## config.mk

```make
export PLATFORM = sky130hd
export DESIGN_NAME = quarter_hour_sensor_averager_flat
export DESIGN_NICKNAME = d
export VERILOG_FILES = /design/src/sv/qhsa_pkg.sv /design/src/sv/qhsa_if.sv /design/src/sv/quarter_hour_sensor_averager.sv /design/src/sv/qhsa_ram.sv /design/src/sv/qhsa_div.sv /design/src/flat_wrapper.sv
export VERILOG_INCLUDE_DIRS = /design/src /design/src/sv
export SDC_FILE = /design/constraint.sdc
export NUM_CORES = 2
export LEC_CHECK = 0
export BUFFER_PORTS_ARGS = -buffer_cell sky130_fd_sc_hd__clkbuf_2
export CORE_UTILIZATION = 40
export DETAILED_ROUTE_END_ITERATION = 8
export MAX_ROUTING_LAYER = met4
export REMOVE_ABC_BUFFERS = 1
export SLEW_MARGIN = 20
export SYNTH_ARGS = -nofsm -noshare
export SYNTH_HDL_FRONTEND = slang
export SYNTH_MEMORY_MAX_BITS = 65536
export SYNTH_SLANG_ARGS = --single-unit
```

## constraint.sdc

```tcl
create_clock -name clk -period 6.8 [get_ports clk]
set_input_delay 0.68 -clock clk [delete_from_list [all_inputs] [get_ports clk]]
set_output_delay 0.68 -clock clk [all_outputs]
set_load 0.03 [all_outputs]
```

## src/sv/quarter_hour_sensor_averager_macros.svh

```systemverilog
// assertion macros for the quarter-hour sensor averager
// no dependencies; taken in by files that carry concurrent checks
`ifndef QUARTER_HOUR_SENSOR_AVERAGER_MACROS_SVH
`define QUARTER_HOUR_SENSOR_AVERAGER_MACROS_SVH
`ifndef SYNTHESIS
// same-cycle implication
`define QHSA_ASSERT_IMP(lbl, clk, rst_n, ante, cons, msg) \
    lbl: assert property (@(posedge clk) disable iff (!rst_n) (ante) |-> (cons)) \
        else $error(msg);
// next-cycle implication
`define QHSA_ASSERT_NEXT(lbl, clk, rst_n, ante, cons, msg) \
    lbl: assert property (@(posedge clk) disable iff (!rst_n) (ante) |=> (cons)) \
        else $error(msg);
`else
`define QHSA_ASSERT_IMP(lbl, clk, rst_n, ante, cons, msg)
`define QHSA_ASSERT_NEXT(lbl, clk, rst_n, ante, cons, msg)
`endif
`endif

```

## src/sv/qhsa_pkg.sv

```systemverilog
// shared constants, command codes and control structs of the averager
// no dependencies
package qhsa_pkg;

    localparam int HISTORY_DEPTH_DEF = 96;
    localparam int COUNT_BITS_DEF    = 16;

    localparam int CMD_BITS      = 2;
    localparam int QUARTER_BITS  = 2;
    localparam int TEMP_BITS     = 16;
    localparam int HUMI_BITS     = 14;
    localparam int RUN_BITS      = 8;
    localparam int AGE_BITS      = 7;
    localparam int MEAN_RUN_BITS = 15;
    localparam int HELD_OUT_BITS = 7;
    localparam int OPEN_Q_BITS   = 3;

    // quotient digits per division, every mean magnitude stays below 2^16
    localparam int QUO_BITS = 16;

    localparam int ENTRY_BITS = TEMP_BITS + HUMI_BITS + MEAN_RUN_BITS;

    localparam logic [CMD_BITS-1:0] CMD_CLIMATE = 2'd0;
    localparam logic [CMD_BITS-1:0] CMD_RUN     = 2'd1;
    localparam logic [CMD_BITS-1:0] CMD_READ    = 2'd2;
    localparam logic [CMD_BITS-1:0] CMD_NONE    = 2'd3;

    localparam logic [OPEN_Q_BITS-1:0] NO_QUARTER = 3'd4;

    typedef struct packed {
        logic start;
        logic negate;
    } qhsa_div_ctl_t;

    typedef struct packed {
        logic busy;
        logic done;
    } qhsa_div_stat_t;

endpackage

```

## src/sv/qhsa_if.sv

```systemverilog
// request and response channel interfaces of the averager
// depends on qhsa_pkg
interface qhsa_req_if;
    logic                                 valid;
    logic                                 ready;
    logic        [qhsa_pkg::CMD_BITS-1:0]     command;
    logic        [qhsa_pkg::QUARTER_BITS-1:0] quarter;
    logic signed [qhsa_pkg::TEMP_BITS-1:0]    temperature;
    logic        [qhsa_pkg::HUMI_BITS-1:0]    humidity;
    logic        [qhsa_pkg::RUN_BITS-1:0]     run_mode;
    logic        [qhsa_pkg::AGE_BITS-1:0]     read_age;

    modport source (output valid, command, quarter, temperature, humidity, run_mode,
                    read_age, input ready);
    modport sink (input valid, command, quarter, temperature, humidity, run_mode,
                  read_age, output ready);
endinterface

interface qhsa_rsp_if;
    logic                                  valid;
    logic                                  ready;
    logic                                  entry_valid;
    logic signed [qhsa_pkg::TEMP_BITS-1:0]     mean_temperature;
    logic        [qhsa_pkg::HUMI_BITS-1:0]     mean_humidity;
    logic        [qhsa_pkg::MEAN_RUN_BITS-1:0] mean_run;
    logic        [qhsa_pkg::HELD_OUT_BITS-1:0] entries_held;
    logic        [qhsa_pkg::OPEN_Q_BITS-1:0]   open_quarter;

    modport source (output valid, entry_valid, mean_temperature, mean_humidity, mean_run,
                    entries_held, open_quarter, input ready);
    modport sink (input valid, entry_valid, mean_temperature, mean_humidity, mean_run,
                  entries_held, open_quarter, output ready);
endinterface

```

## src/sv/quarter_hour_sensor_averager.sv

```systemverilog
// top level of the quarter-hour sensor averager
// depends on qhsa_pkg, qhsa_if, qhsa_ram, qhsa_div and the assertion macro header
//
// usage
//   request words carry a command, the quarter of the hour and the sample fields.
//   a climate word adds temperature and humidity to the open quarter, a run word
//   adds a run-mode sample; neither gives a response. a read word returns one
//   history entry by age, oldest first, on the response channel. command 3 is
//   dropped.
//   the very first sample closes nothing and latches its quarter. a sample tagged with another
//   quarter first closes the open one: three means go through one bit-serial
//   divider in turn (load, quotient bits, hand-over), and are written
//   to the history ring.
// timing
//   sample in the open quarter: taken in idle, ready stays high
//   sample that closes a quarter: accept, three divisions in the serial divider,
//   store; ready is low until the store is done
//   read: ram read at acceptance, response register loaded in the read-out state
//   once it is free; ready is back when that register is loaded
// reset
//   sums, counts, ring pointers cleared, open quarter set to none; the ring
//   itself is not cleared, entries beyond the held count are never returned
// stall
//   a read response waits in the output register; further samples are still
//   taken meanwhile, the next read waits until the receiver takes the word
`include "quarter_hour_sensor_averager_macros.svh"
module quarter_hour_sensor_averager #(
    parameter int HISTORY_DEPTH = qhsa_pkg::HISTORY_DEPTH_DEF,
    parameter int COUNT_BITS    = qhsa_pkg::COUNT_BITS_DEF
) (
    input logic       clk,
    input logic       rst_n,
    qhsa_req_if.sink  request,
    qhsa_rsp_if.source response
);

    // widths follow the sample widths and the saturating count
    localparam int SLOT_BITS = $clog2(HISTORY_DEPTH);
    localparam int HELD_BITS = $clog2(HISTORY_DEPTH + 1);
    localparam int LW = ((HELD_BITS > qhsa_pkg::AGE_BITS) ? HELD_BITS
                                                            : qhsa_pkg::AGE_BITS) + 1;
    localparam int TS_W  = qhsa_pkg::TEMP_BITS + COUNT_BITS;
    localparam int HS_W  = qhsa_pkg::HUMI_BITS + COUNT_BITS;
    localparam int RS_W  = qhsa_pkg::RUN_BITS + COUNT_BITS;
    localparam int DVD_W = COUNT_BITS + qhsa_pkg::QUO_BITS - 1;
    localparam int TB    = qhsa_pkg::TEMP_BITS;
    localparam int HB    = qhsa_pkg::HUMI_BITS;
    localparam int MRB   = qhsa_pkg::MEAN_RUN_BITS;
    localparam int EB    = qhsa_pkg::ENTRY_BITS;

    // controller states
    localparam logic [1:0] S_IDLE   = 2'd0;
    localparam logic [1:0] S_CLOSE  = 2'd1;
    localparam logic [1:0] S_STORE  = 2'd2;
    localparam logic [1:0] S_RD_OUT = 2'd3;

    // division phases while closing a quarter
    localparam logic [1:0] PH_TEMP = 2'd0;
    localparam logic [1:0] PH_HUMI = 2'd1;
    localparam logic [1:0] PH_RUN  = 2'd2;

    logic [1:0] state_reg, state_next;
    logic [1:0] phase_reg, phase_next;
    logic       div_start_reg, div_start_next;

    // running accumulation of the open quarter
    logic signed [TS_W-1:0]       temp_sum_reg, temp_sum_next;
    logic [HS_W-1:0]              humi_sum_reg, humi_sum_next;
    logic [COUNT_BITS-1:0]        clim_cnt_reg, clim_cnt_next;
    logic [RS_W-1:0]              run_sum_reg, run_sum_next;
    logic [COUNT_BITS-1:0]        run_cnt_reg, run_cnt_next;
    logic [SLOT_BITS-1:0]         slot_reg, slot_next;
    logic [HELD_BITS-1:0]         held_reg, held_next;
    logic [qhsa_pkg::OPEN_Q_BITS-1:0] cur_q_reg, cur_q_next;

    // sample that closed the quarter, applied once the means are stored
    logic                              pend_run_reg, pend_run_next;
    logic [qhsa_pkg::QUARTER_BITS-1:0] pend_q_reg, pend_q_next;
    logic signed [TB-1:0]              pend_t_reg, pend_t_next;
    logic [HB-1:0]                     pend_h_reg, pend_h_next;
    logic [qhsa_pkg::RUN_BITS-1:0]     pend_r_reg, pend_r_next;

    // means of the quarter being closed
    logic [TB-1:0]  mean_t_reg, mean_t_next;
    logic [HB-1:0]  mean_h_reg, mean_h_next;
    logic [MRB-1:0] mean_r_reg, mean_r_next;

    logic rd_ok_reg, rd_ok_next;

    // response output register
    logic                                  rsp_valid_reg, rsp_valid_next;
    logic                                  rsp_ev_reg, rsp_ev_next;
    logic [TB-1:0]                         rsp_t_reg, rsp_t_next;
    logic [HB-1:0]                         rsp_h_reg, rsp_h_next;
    logic [MRB-1:0]                        rsp_r_reg, rsp_r_next;
    logic [qhsa_pkg::HELD_OUT_BITS-1:0]    rsp_held_reg, rsp_held_next;
    logic [qhsa_pkg::OPEN_Q_BITS-1:0]      rsp_q_reg, rsp_q_next;

    logic                        accept;
    logic                        is_sample;
    logic                        needs_close;
    logic [LW-1:0]               age_l, held_l, slot_l, depth_l, base_l, idx_l;
    logic                        age_ok;
    logic                        ram_we, ram_re;
    logic [SLOT_BITS-1:0]        ram_raddr;
    logic [EB-1:0]               ram_rdata;
    logic [TS_W-1:0]             temp_mag;
    logic [DVD_W-1:0]            run_ext, run_x100;
    logic [DVD_W-1:0]            div_dividend;
    logic [COUNT_BITS-1:0]       div_divisor;
    qhsa_pkg::qhsa_div_ctl_t     div_ctl;
    qhsa_pkg::qhsa_div_stat_t    div_stat;
    logic [qhsa_pkg::QUO_BITS-1:0] div_quo;

    assign request.ready = (state_reg == S_IDLE);
    assign accept        = request.valid && request.ready;

    assign is_sample   = (request.command == qhsa_pkg::CMD_CLIMATE) ||
                         (request.command == qhsa_pkg::CMD_RUN);
    // a new quarter tag closes the open quarter, unless none was seen yet
    assign needs_close = is_sample && (cur_q_reg != qhsa_pkg::NO_QUARTER) &&
                         (cur_q_reg != {1'b0, request.quarter});

    // ring address of an entry by age: write slot minus held count plus age
    always_comb
    begin
        age_l   = LW'(request.read_age);
        held_l  = LW'(held_reg);
        slot_l  = LW'(slot_reg);
        depth_l = LW'(HISTORY_DEPTH);
        age_ok  = (age_l < held_l);
        if (slot_l >= held_l)
        begin
            base_l = slot_l - held_l;
        end
        else
        begin
            base_l = slot_l + depth_l - held_l;
        end
        idx_l = base_l + age_l;
        if (idx_l >= depth_l)
        begin
            idx_l = idx_l - depth_l;
        end
    end

    assign ram_raddr = idx_l[SLOT_BITS-1:0];
    assign ram_re    = accept && (request.command == qhsa_pkg::CMD_READ);
    assign ram_we    = (state_reg == S_STORE);

    qhsa_ram #(
        .WIDTH (EB),
        .DEPTH (HISTORY_DEPTH)
    ) u_history (
        .clk   (clk),
        .we    (ram_we),
        .waddr (slot_reg),
        .wdata ({mean_t_reg, mean_h_reg, mean_r_reg}),
        .re    (ram_re),
        .raddr (ram_raddr),
        .rdata (ram_rdata)
    );

    // divider operands: magnitude of the temperature sum, humidity sum,
    // run sum scaled by 100 as 64 + 32 + 4
    assign temp_mag = temp_sum_reg[TS_W-1] ? TS_W'(-temp_sum_reg) : TS_W'(temp_sum_reg);
    assign run_ext  = DVD_W'(run_sum_reg);
    assign run_x100 = (run_ext << 6) + (run_ext << 5) + (run_ext << 2);

    always_comb
    begin
        div_ctl.start  = div_start_reg;
        div_ctl.negate = 1'b0;
        case (phase_reg)
            PH_TEMP:
            begin
                div_dividend   = temp_mag[DVD_W-1:0];
                div_divisor    = clim_cnt_reg;
                div_ctl.negate = temp_sum_reg[TS_W-1];
            end
            PH_HUMI:
            begin
                div_dividend = DVD_W'(humi_sum_reg);
                div_divisor  = clim_cnt_reg;
            end
            PH_RUN:
            begin
                div_dividend = run_x100;
                div_divisor  = run_cnt_reg;
            end
            default:
            begin
                div_dividend = '0;
                div_divisor  = '0;
            end
        endcase
    end

    qhsa_div #(
        .COUNT_BITS (COUNT_BITS)
    ) u_div (
        .clk      (clk),
        .rst_n    (rst_n),
        .ctl      (div_ctl),
        .dividend (div_dividend),
        .divisor  (div_divisor),
        .stat     (div_stat),
        .quotient (div_quo)
    );

    always_comb
    begin
        state_next     = state_reg;
        phase_next     = phase_reg;
        div_start_next = 1'b0;
        temp_sum_next  = temp_sum_reg;
        humi_sum_next  = humi_sum_reg;
        clim_cnt_next  = clim_cnt_reg;
        run_sum_next   = run_sum_reg;
        run_cnt_next   = run_cnt_reg;
        slot_next      = slot_reg;
        held_next      = held_reg;
        cur_q_next     = cur_q_reg;
        pend_run_next  = pend_run_reg;
        pend_q_next    = pend_q_reg;
        pend_t_next    = pend_t_reg;
        pend_h_next    = pend_h_reg;
        pend_r_next    = pend_r_reg;
        mean_t_next    = mean_t_reg;
        mean_h_next    = mean_h_reg;
        mean_r_next    = mean_r_reg;
        rd_ok_next     = rd_ok_reg;
        rsp_valid_next = rsp_valid_reg;
        rsp_ev_next    = rsp_ev_reg;
        rsp_t_next     = rsp_t_reg;
        rsp_h_next     = rsp_h_reg;
        rsp_r_next     = rsp_r_reg;
        rsp_held_next  = rsp_held_reg;
        rsp_q_next     = rsp_q_reg;

        if (rsp_valid_reg && response.ready)
        begin
            rsp_valid_next = 1'b0;
        end

        case (state_reg)
            S_IDLE:
            begin
                if (accept)
                begin
                    if (needs_close)
                    begin
                        pend_run_next  = (request.command == qhsa_pkg::CMD_RUN);
                        pend_q_next    = request.quarter;
                        pend_t_next    = request.temperature;
                        pend_h_next    = request.humidity;
                        pend_r_next    = request.run_mode;
                        phase_next     = PH_TEMP;
                        div_start_next = 1'b1;
                        state_next     = S_CLOSE;
                    end
                    else if (request.command == qhsa_pkg::CMD_CLIMATE)
                    begin
                        cur_q_next = {1'b0, request.quarter};
                        // saturated count drops the sample
                        if (clim_cnt_reg != '1)
                        begin
                            temp_sum_next = temp_sum_reg + TS_W'(request.temperature);
                            humi_sum_next = humi_sum_reg + HS_W'(request.humidity);
                            clim_cnt_next = clim_cnt_reg + 1'b1;
                        end
                    end
                    else if (request.command == qhsa_pkg::CMD_RUN)
                    begin
                        cur_q_next = {1'b0, request.quarter};
                        if (run_cnt_reg != '1)
                        begin
                            run_sum_next = run_sum_reg + RS_W'(request.run_mode);
                            run_cnt_next = run_cnt_reg + 1'b1;
                        end
                    end
                    else if (request.command == qhsa_pkg::CMD_READ)
                    begin
                        rd_ok_next = age_ok;
                        state_next = S_RD_OUT;
                    end
                end
            end
            S_CLOSE:
            begin
                if (div_stat.done)
                begin
                    case (phase_reg)
                        PH_TEMP:
                        begin
                            mean_t_next    = div_quo[TB-1:0];
                            phase_next     = PH_HUMI;
                            div_start_next = 1'b1;
                        end
                        PH_HUMI:
                        begin
                            mean_h_next    = div_quo[HB-1:0];
                            phase_next     = PH_RUN;
                            div_start_next = 1'b1;
                        end
                        default:
                        begin
                            mean_r_next = div_quo[MRB-1:0];
                            state_next  = S_STORE;
                        end
                    endcase
                end
            end
            S_STORE:
            begin
                // entry goes into the ring this cycle; sums restart with the pending sample
                temp_sum_next = '0;
                humi_sum_next = '0;
                clim_cnt_next = '0;
                run_sum_next  = '0;
                run_cnt_next  = '0;
                if (pend_run_reg)
                begin
                    run_sum_next = RS_W'(pend_r_reg);
                    run_cnt_next = COUNT_BITS'(1);
                end
                else
                begin
                    temp_sum_next = TS_W'(pend_t_reg);
                    humi_sum_next = HS_W'(pend_h_reg);
                    clim_cnt_next = COUNT_BITS'(1);
                end
                slot_next = (slot_reg == SLOT_BITS'(HISTORY_DEPTH - 1)) ? '0
                                                                        : slot_reg + 1'b1;
                if (held_reg < HELD_BITS'(HISTORY_DEPTH))
                begin
                    held_next = held_reg + 1'b1;
                end
                cur_q_next = {1'b0, pend_q_reg};
                state_next = S_IDLE;
            end
            S_RD_OUT:
            begin
                // ram data is held until the output register is free
                if (!rsp_valid_reg || response.ready)
                begin
                    rsp_valid_next = 1'b1;
                    rsp_ev_next    = rd_ok_reg;
                    rsp_t_next     = rd_ok_reg ? ram_rdata[EB-1 -: TB] : '0;
                    rsp_h_next     = rd_ok_reg ? ram_rdata[HB+MRB-1 -: HB] : '0;
                    rsp_r_next     = rd_ok_reg ? ram_rdata[MRB-1:0] : '0;
                    rsp_held_next  = held_l[qhsa_pkg::HELD_OUT_BITS-1:0];
                    rsp_q_next     = cur_q_reg;
                    state_next     = S_IDLE;
                end
            end
            default:
            begin
                state_next = S_IDLE;
            end
        endcase
    end

    always_ff @(posedge clk or negedge rst_n)
    begin
        if (!rst_n)
        begin
            state_reg     <= S_IDLE;
            phase_reg     <= PH_TEMP;
            div_start_reg <= 1'b0;
            temp_sum_reg  <= '0;
            humi_sum_reg  <= '0;
            clim_cnt_reg  <= '0;
            run_sum_reg   <= '0;
            run_cnt_reg   <= '0;
            slot_reg      <= '0;
            held_reg      <= '0;
            cur_q_reg     <= qhsa_pkg::NO_QUARTER;
            rsp_valid_reg <= 1'b0;
        end
        else
        begin
            state_reg     <= state_next;
            phase_reg     <= phase_next;
            div_start_reg <= div_start_next;
            temp_sum_reg  <= temp_sum_next;
            humi_sum_reg  <= humi_sum_next;
            clim_cnt_reg  <= clim_cnt_next;
            run_sum_reg   <= run_sum_next;
            run_cnt_reg   <= run_cnt_next;
            slot_reg      <= slot_next;
            held_reg      <= held_next;
            cur_q_reg     <= cur_q_next;
            rsp_valid_reg <= rsp_valid_next;
        end
    end

    always_ff @(posedge clk)
    begin
        pend_run_reg <= pend_run_next;
        pend_q_reg   <= pend_q_next;
        pend_t_reg   <= pend_t_next;
        pend_h_reg   <= pend_h_next;
        pend_r_reg   <= pend_r_next;
        mean_t_reg   <= mean_t_next;
        mean_h_reg   <= mean_h_next;
        mean_r_reg   <= mean_r_next;
        rd_ok_reg    <= rd_ok_next;
        rsp_ev_reg   <= rsp_ev_next;
        rsp_t_reg    <= rsp_t_next;
        rsp_h_reg    <= rsp_h_next;
        rsp_r_reg    <= rsp_r_next;
        rsp_held_reg <= rsp_held_next;
        rsp_q_reg    <= rsp_q_next;
    end

    assign response.valid            = rsp_valid_reg;
    assign response.entry_valid      = rsp_ev_reg;
    assign response.mean_temperature = rsp_t_reg;
    assign response.mean_humidity    = rsp_h_reg;
    assign response.mean_run         = rsp_r_reg;
    assign response.entries_held     = rsp_held_reg;
    assign response.open_quarter     = rsp_q_reg;

    // held count never passes the ring depth
    `QHSA_ASSERT_IMP(a_held_max, clk, rst_n, 1'b1,
                     held_reg <= HELD_BITS'(HISTORY_DEPTH), "held count beyond ring depth")
    // divider only runs while a quarter is being closed
    `QHSA_ASSERT_IMP(a_div_in_close, clk, rst_n, div_stat.busy,
                     state_reg == S_CLOSE, "divider busy outside close")
    // after a store a real quarter is open
    `QHSA_ASSERT_NEXT(a_store_quarter, clk, rst_n, state_reg == S_STORE,
                      cur_q_reg != qhsa_pkg::NO_QUARTER, "no open quarter after store")

endmodule

```

## src/sv/qhsa_ram.sv

```systemverilog
// generic single-write, single-read ram with registered read data
// depends on qhsa_pkg for default sizes
module qhsa_ram #(
    parameter int WIDTH = qhsa_pkg::ENTRY_BITS,
    parameter int DEPTH = qhsa_pkg::HISTORY_DEPTH_DEF
) (
    input  logic                     clk,
    input  logic                     we,
    input  logic [$clog2(DEPTH)-1:0] waddr,
    input  logic [WIDTH-1:0]         wdata,
    input  logic                     re,
    input  logic [$clog2(DEPTH)-1:0] raddr,
    output logic [WIDTH-1:0]         rdata
);

    logic [WIDTH-1:0] mem [DEPTH];
    logic [WIDTH-1:0] rdata_reg;

    always_ff @(posedge clk)
    begin
        if (we)
        begin
            mem[waddr] <= wdata;
        end
        if (re)
        begin
            rdata_reg <= mem[raddr];
        end
    end

    assign rdata = rdata_reg;

endmodule

```

## src/sv/qhsa_div.sv

```systemverilog
// bit-serial restoring divider, one quotient bit per cycle
// depends on qhsa_pkg (quotient width, control structs)
module qhsa_div #(
    parameter int COUNT_BITS = qhsa_pkg::COUNT_BITS_DEF
) (
    input  logic                                          clk,
    input  logic                                          rst_n,
    input  qhsa_pkg::qhsa_div_ctl_t                       ctl,
    input  logic [COUNT_BITS+qhsa_pkg::QUO_BITS-2:0]      dividend,
    input  logic [COUNT_BITS-1:0]                         divisor,
    output qhsa_pkg::qhsa_div_stat_t                      stat,
    output logic [qhsa_pkg::QUO_BITS-1:0]                 quotient
);

    localparam int QB     = qhsa_pkg::QUO_BITS;
    localparam int DVD_W  = COUNT_BITS + QB - 1;
    localparam int STEP_W = $clog2(QB);

    logic [COUNT_BITS-1:0] rem_reg, rem_next;
    logic [QB-1:0]         low_reg, low_next;
    logic [QB-1:0]         quo_reg, quo_next;
    logic [COUNT_BITS-1:0] dsr_reg, dsr_next;
    logic                  neg_reg, neg_next;
    logic                  zero_reg, zero_next;
    logic [STEP_W-1:0]     step_reg, step_next;
    logic                  busy_reg, busy_next;
    logic                  done_reg, done_next;

    logic [COUNT_BITS:0]   trial;
    logic [COUNT_BITS:0]   diff;
    logic                  fits;

    assign trial = {rem_reg, low_reg[QB-1]};
    assign diff  = trial - {1'b0, dsr_reg};
    assign fits  = (trial >= {1'b0, dsr_reg});

    always_comb
    begin
        rem_next  = rem_reg;
        low_next  = low_reg;
        quo_next  = quo_reg;
        dsr_next  = dsr_reg;
        neg_next  = neg_reg;
        zero_next = zero_reg;
        step_next = step_reg;
        busy_next = busy_reg;
        done_next = 1'b0;
        if (ctl.start)
        begin
            // upper part of the dividend is already below the divisor
            rem_next  = {1'b0, dividend[DVD_W-1:QB]};
            low_next  = dividend[QB-1:0];
            dsr_next  = divisor;
            neg_next  = ctl.negate;
            zero_next = (divisor == '0);
            step_next = '0;
            busy_next = 1'b1;
        end
        else if (busy_reg)
        begin
            rem_next  = fits ? diff[COUNT_BITS-1:0] : trial[COUNT_BITS-1:0];
            low_next  = {low_reg[QB-2:0], 1'b0};
            quo_next  = {quo_reg[QB-2:0], fits};
            step_next = step_reg + 1'b1;
            if (step_reg == STEP_W'(QB - 1))
            begin
                busy_next = 1'b0;
                done_next = 1'b1;
            end
        end
    end

    always_ff @(posedge clk or negedge rst_n)
    begin
        if (!rst_n)
        begin
            step_reg <= '0;
            busy_reg <= 1'b0;
            done_reg <= 1'b0;
        end
        else
        begin
            step_reg <= step_next;
            busy_reg <= busy_next;
            done_reg <= done_next;
        end
    end

    always_ff @(posedge clk)
    begin
        rem_reg  <= rem_next;
        low_reg  <= low_next;
        quo_reg  <= quo_next;
        dsr_reg  <= dsr_next;
        neg_reg  <= neg_next;
        zero_reg <= zero_next;
    end

    // empty count gives a zero mean
    assign quotient  = zero_reg ? '0 : (neg_reg ? QB'(-quo_reg) : quo_reg);
    assign stat.busy = busy_reg;
    assign stat.done = done_reg;

endmodule

```

## src/flat_wrapper.sv

```systemverilog
// flat-port wrapper written by rule: the top's interface ports become plain ports
module quarter_hour_sensor_averager_flat 
#(
    parameter int HISTORY_DEPTH = qhsa_pkg::HISTORY_DEPTH_DEF,
    parameter int COUNT_BITS    = qhsa_pkg::COUNT_BITS_DEF
)
  (clk, rst_n, request_valid, request_command, request_quarter, request_temperature, request_humidity, request_run_mode, request_read_age, request_ready, response_valid, response_entry_valid, response_mean_temperature, response_mean_humidity, response_mean_run, response_entries_held, response_open_quarter, response_ready);
  qhsa_req_if request_i ();
  qhsa_rsp_if response_i ();
  input logic clk;
  input logic rst_n;
  input wire logic [$bits(request_i.valid)-1:0] request_valid;
  input wire logic [$bits(request_i.command)-1:0] request_command;
  input wire logic [$bits(request_i.quarter)-1:0] request_quarter;
  input wire logic [$bits(request_i.temperature)-1:0] request_temperature;
  input wire logic [$bits(request_i.humidity)-1:0] request_humidity;
  input wire logic [$bits(request_i.run_mode)-1:0] request_run_mode;
  input wire logic [$bits(request_i.read_age)-1:0] request_read_age;
  output wire logic [$bits(request_i.ready)-1:0] request_ready;
  output wire logic [$bits(response_i.valid)-1:0] response_valid;
  output wire logic [$bits(response_i.entry_valid)-1:0] response_entry_valid;
  output wire logic [$bits(response_i.mean_temperature)-1:0] response_mean_temperature;
  output wire logic [$bits(response_i.mean_humidity)-1:0] response_mean_humidity;
  output wire logic [$bits(response_i.mean_run)-1:0] response_mean_run;
  output wire logic [$bits(response_i.entries_held)-1:0] response_entries_held;
  output wire logic [$bits(response_i.open_quarter)-1:0] response_open_quarter;
  input wire logic [$bits(response_i.ready)-1:0] response_ready;
  assign request_i.valid = request_valid;
  assign request_i.command = request_command;
  assign request_i.quarter = request_quarter;
  assign request_i.temperature = request_temperature;
  assign request_i.humidity = request_humidity;
  assign request_i.run_mode = request_run_mode;
  assign request_i.read_age = request_read_age;
  assign request_ready = request_i.ready;
  assign response_valid = response_i.valid;
  assign response_entry_valid = response_i.entry_valid;
  assign response_mean_temperature = response_i.mean_temperature;
  assign response_mean_humidity = response_i.mean_humidity;
  assign response_mean_run = response_i.mean_run;
  assign response_entries_held = response_i.entries_held;
  assign response_open_quarter = response_i.open_quarter;
  assign response_i.ready = response_ready;
  quarter_hour_sensor_averager #(.HISTORY_DEPTH(HISTORY_DEPTH), .COUNT_BITS(COUNT_BITS)) u_core (.clk(clk), .rst_n(rst_n), .request(request_i), .response(response_i));
endmodule
```

# Yosys cells after proc, flatten, opt, wreduce, memory -nomap -nowiden
# Memory sizes are Yosys's and may differ from the RTL's. A register that Yosys moved wholly into a read port is not among the register bits.
# Index checks and enable logic that the tools add are counted.
dict set report op_classes {
  magnitude_cmp 5
  add_sub_neg 18
  n_mux 82
  eq_ne 29
  bitwise 5
  reduce_logical 29
}
# operator n
set ops {}
lappend ops {{$mux 16} 13}
lappend ops {{$mux 32} 5}
lappend ops {{$mux 24} 5}
lappend ops {{$mux 30} 4}
lappend ops {{$pmux 16 s2} 3}
lappend ops {{$pmux 31 s3} 1}
lappend ops {{$pmux 32 s2} 1}
lappend ops {{$pmux 30 s2} 1}
lappend ops {{$pmux 24 s2} 1}
lappend ops {{$mux 15} 3}
lappend ops {{$add 16x1->16 const B} 2}
lappend ops {{$add 32x16->32} 1}
lappend ops {{$ne 16x16->1 const B} 2}
lappend ops {{$add 30x29->31} 1}
lappend ops {{$add 31x26->31} 1}
lappend ops {{$mux 31} 1}
lappend ops {{$neg 31->31} 1}
lappend ops {{$add 30x14->30} 1}
lappend ops {{$add 24x8->24} 1}
lappend ops {{$mux 2} 11}
lappend ops {{$ne 2x2->1 const B} 10}
lappend ops {{$ge 17x16->1} 1}
lappend ops {{$mux 1} 17}
lappend ops {{$logic_not 16->1} 1}
lappend ops {{other kinds (43)} 80}
dict set report totals {
  ram_bits 4320
  word_cells 207
  n_memories 1
  regBits 356
  out_inout_bits 58
}
# memory words word_bits rd rd_clocked_by_memory_dff write_ports line_no
set mem_list {}
lappend mem_list {u_core.u_history.mem 96 45 1 1 1 qhsa_ram.sv:16} ;# logic [WIDTH-1:0] mem [DEPTH];

# Logic depth before layout (Yosys ltp)
dict set report logic_depth {
  ltp_word 7
  mapped_depth 23
}

# By module
# From an unflattened synthesis, not the netlist that was laid out.
dict set report hier_totals {
  hier_cells 9952
  hier_area_um2 188832.4
}
# mod seq_area_each_um2 cells_per_inst area_per_inst_um2 instances
set modules_own_cells {}
lappend modules_own_cells {qhsa_ram 131075.7 7714 166572.3 1}
lappend modules_own_cells {quarter_hour_sensor_averager 7823.8 1860 18143.7 1}
lappend modules_own_cells {qhsa_div 2122.0 378 4116.4 1}

# Worst setup path before layout
# OpenSTA, ideal clock, no wires.
dict set report synth_path {
  path_type {reg-to-reg}
  from {reg u_core.state_reg[0]}
  to {mem u_core.u_history.mem[48][0] (netlist bit), enable pin}
  arrival_ns 5.755
  synth_period_minus_slack_ns 6.316
  required_ns 6.240
  setup_slack_ns 0.484
  path_stages_with_launch 7
  setup_time_ns 0.560
  n_path_buf 3
  cell_sequence {dfrtp_1 clkbuf_1 nor2b_1 clkbuf_1 clkbuf_1 nand3_1 nor4_1}
}
dict set report synth_via {
  elab_chain_len 3
}
# item line_no
set synth_lines {}
lappend synth_lines {{start: declaration} quarter_hour_sensor_averager.sv:62} ;# logic [1:0] state_reg, state_next;
lappend synth_lines {{start signal: assignment} quarter_hour_sensor_averager.sv:383} ;# state_reg <= state_next;
lappend synth_lines {{$eq 2x2->1} quarter_hour_sensor_averager.sv:149} ;# assign ram_we = (state_reg == S_STORE);
lappend synth_lines {{$mux 1} qhsa_ram.sv:21} ;# if (we)
lappend synth_lines {{$mux 1 (implied by the code)} qhsa_ram.sv:23} ;# mem[waddr] <= wdata;
lappend synth_lines {{end: declaration} qhsa_ram.sv:16}
# No other way between the ends.

# Worst setup path in the final report
dict set report layout_path {
  from {reg u_core.slot_reg[0]}
  to {reg u_core.u_history.rdata_reg[17] (netlist: u_core.u_history.rdata[17]) (read register of u_core.u_history.mem) (data pin)}
}
dict set report layout_via {
  elab_chain_len 6
  elab_cells_between_ends 9
  cone_classes {5 x add/sub; 2 x order compare; 2 x mux}
}
# item line_no
set layout_lines {}
lappend layout_lines {{start: declaration} quarter_hour_sensor_averager.sv:72} ;# logic [SLOT_BITS-1:0] slot_reg, slot_next;
lappend layout_lines {{start signal: assignment} quarter_hour_sensor_averager.sv:391} ;# slot_reg <= slot_next;
lappend layout_lines {{$add 7x7->8} quarter_hour_sensor_averager.sv:138} ;# base_l = slot_l + depth_l - held_l;
lappend layout_lines {{$sub 8x7->8} quarter_hour_sensor_averager.sv:138}
lappend layout_lines {{$mux 8 *} quarter_hour_sensor_averager.sv:132} ;# if (slot_l >= held_l)
lappend layout_lines {{$add 8x7->8 *} quarter_hour_sensor_averager.sv:140} ;# idx_l = base_l + age_l;
lappend layout_lines {{$sub 7x7->7 / $ge 8x7->1 (equally long branches)} {quarter_hour_sensor_averager.sv:143, quarter_hour_sensor_averager.sv:141}}
lappend layout_lines {{$mux 7 *} quarter_hour_sensor_averager.sv:141} ;# if (idx_l >= depth_l)
lappend layout_lines {{end: declaration} qhsa_ram.sv:17} ;# logic [WIDTH-1:0] rdata_reg;
# Mark *: on every way between the ends. The rest lies on a longest branch, timed or not.
# A chain may end at the register's enable or synchronous reset.

==> flow_metrics.env <==
export IMPL_yosysTopAreaCellShare_pct=72.7
export IMPL_num_vias=95000
export IMPL_clk_pin_slew_ps=60
export IMPL_final_nets=9658
export IMPL_status="finished, final reports clean"
export IMPL_seq_area_frac_synth_pct=74.7
export IMPL_drt_wl_total_um=527000
export IMPL_wl_per_cell_um=32.7
export IMPL_dr_pass1_iters=6
export IMPL_vias_per_cell=5.90
export IMPL_min_delay_start="response_ready"
export IMPL_setup_viol=0
export IMPL_r2r_start="u_core.slot_reg[0]$_DFFE_PN0P_"
export IMPL_antenna_left=0
export IMPL_synth_edf_count=4573
export IMPL_die_x_um=689
export IMPL_path_max_fanout=27
export IMPL_finalCritPeriodShare_pct=92.6
export IMPL_final_util_pct=46.2
export IMPL_relSlewSlack_pct=18.1
export IMPL_core_area_um2=469000
export IMPL_worst_clock_skew_ps=95.3
export IMPL_highest_layer="met4"
export IMPL_h_tree_depth=5
export IMPL_period_needed_ps=6300
export IMPL_required_ps=7460
export IMPL_start_kind="flip-flop"
export IMPL_syn_area_per_cell_um2=21.5
export IMPL_cap_violations=0
export IMPL_synth_top_area_cell="edfxtp_1"
export IMPL_nFillCells=38500
export IMPL_critPathKind="flip-flop to flip-flop"
export IMPL_io_pins=111
export IMPL_antenna_found_initial=30
export IMPL_core_rowCount=251
export IMPL_finalMaxSlewViolations=0
export IMPL_die_h_um=689
export IMPL_drt_met1_wl_um=209000
export IMPL_synth_most_common_cell="edfxtp_1"
export IMPL_crit_path_end_kind="flip-flop"
export IMPL_hold_viol=0
export IMPL_cts_tree="built"
export IMPL_yosys_top_cells_area="edfxtp_1, mux4_2, dfrtp_1"
export IMPL_clock_path_buffers=4
export IMPL_overflow=0
export IMPL_grt_pass1_wl_um=738000
export IMPL_max_freq_mhz=159
export IMPL_port_buffers=110
export IMPL_yosysWarnings=0
export IMPL_synthArstFlopShare_pct=3.11
export IMPL_rsz0062_at_grt="no"
export IMPL_die_area_um2=475000
export IMPL_ys_flop_type="edfxtp_1"
export IMPL_worstHoldPathType="input pin to flip-flop"
export IMPL_dp_hpwl_um=297000
export IMPL_grt_use_total_pct=22.6
export IMPL_grt_max_degree=97
export IMPL_routed_wl_met2_um=256000
export IMPL_clk_latency_ps=1020
export IMPL_post_route_drc_count=0
export IMPL_crit_start="u_core.slot_reg[0]$_DFFE_PN0P_"
export IMPL_tightest_slew_ps=1230
export IMPL_largest_reg_flops=4320
export IMPL_grt_pass1_vias=95500
export IMPL_syn_instance_count=8803
export IMPL_ys_seq_elements=4721
export IMPL_cts_sinks=4721
export IMPL_routed_wl_met3_um=41900
export IMPL_synth_common_cells="edfxtp_1, mux4_2, nor2_1"
export IMPL_gp_congestion=0.841
export IMPL_cts_resized=0
export IMPL_area_growth_pct=14.6
export IMPL_root_buffer="clkbuf_16"
export IMPL_drive_gt1_share_pct=27.5
export IMPL_ys_types=84
export IMPL_drtIter0Drc=11700
export IMPL_synth_area_um2=189000
export IMPL_initial_core_util_pct=40.3
export IMPL_cts_buffers=469
export IMPL_cp_arrival_ps=6960
==> worst paths after layout <==
kind	depth (start not counted)	slack, ps	endpoint
worst max-delay path	20	500	u_core.u_history.rdata[17]$_DFFE_PP_
worst max register to register	20	500	u_core.u_history.rdata[17]$_DFFE_PP_
min in group asynchronous	2	300	u_core.temp_sum_reg[2]$_DFFE_PN0P_
max in group asynchronous	3	5310	u_core.run_sum_reg[22]$_DFFE_PN0P_
worst min-delay path	3	100	u_core.response.valid$_DFF_PN0_
worst min register to register	0	490	u_core.u_div.quo_reg[1]$_DFFE_PP_
==> area by class of cell <==
cell class              count  area, um2  area share [%]
flip-flops and latches   4721     141000            65.2
inverters                 109        409           0.189
multi-input cells        3543      46500            21.5
clock inverters           278       2630            1.21
clock buffers             580      12300            5.68
diodes                     80        200          0.0925
well taps                6198       7750            3.58
repair buffers            585       5550            2.57
==> layout by cell type (no fill, tap or decap), drive strengths merged, types with 118 or more instances in the layout <==
| master | instances |
|---|---|
| ha | 144 |
| clkinv | 215 |
| dfrtp | 146 |
| o21ai | 181 |
| nor2 | 302 |
| edfxtp | 4573 |
| buf | 435 |
| mux4 | 1350 |
| nand2 | 220 |
| a21oi | 153 |
| clkbuf | 689 |
| mux2i | 283 |
| inv | 118 |
==> logic make-up (layout without fill, tap and decap cells) <==
logic type,after synthesis,in the layout,share of synthesized area (%)
xor+xnor,185,185,0.858
simple gates,944,944,2.39
compound gates,601,601,2.00
other cells,0,80,0
flops,4721,4721,74.7
buf+inv,539,1552,1.16
mux,1637,1637,17.6
fa+ha+maj,176,176,1.29
==> critical path: stages (launching register included) <==
cell and delay [ps]:
dfrtp_1 510, inv_2 190, ha_1 210, inv_1 80, fa_1 410, nand3_1 130, a21oi_1 110, o21ai_0 370
nand2_1 290, nor2_1 170, a21oi_1 60, ha_1 350, xnor2_2 340, buf_12 240, buf_12 300, buf_12 260
mux4_2 550, mux2i_2 820, mux2i_1 170, mux2i_1 190, o21ai_0 100
==> through the flow <==
stage                     std cells  hold slack (ps)  instance area, um2  worst slack (ps)  TNS [ps]
after floorplan                8373              384              187000            -37480  -9531520
after global placement        15100              478              200000               270         0
after detailed placement      15100              481              200000               740         0
after CTS                     16000             25.2              216000               684         0
after global routing          16100             78.4              216000               260         0
final                         16100              102              216000               504         0
==> per-layer routing <==
layer	up-vias	track usage (%)
met5	-	-
met4	0	7.96
met3	819	3.28
met2	4442	35.8
met1	51500	30.1
li1	38200	-
==> repair_timing <==
item,in CTS,in global routing
hold buffers,41,0
endpoints found under the hold margin,114,0
setup buffers,0,0
Power is not shown: default switching activity piles up to over one toggle a cycle in this logic, so the estimate is an artifact.
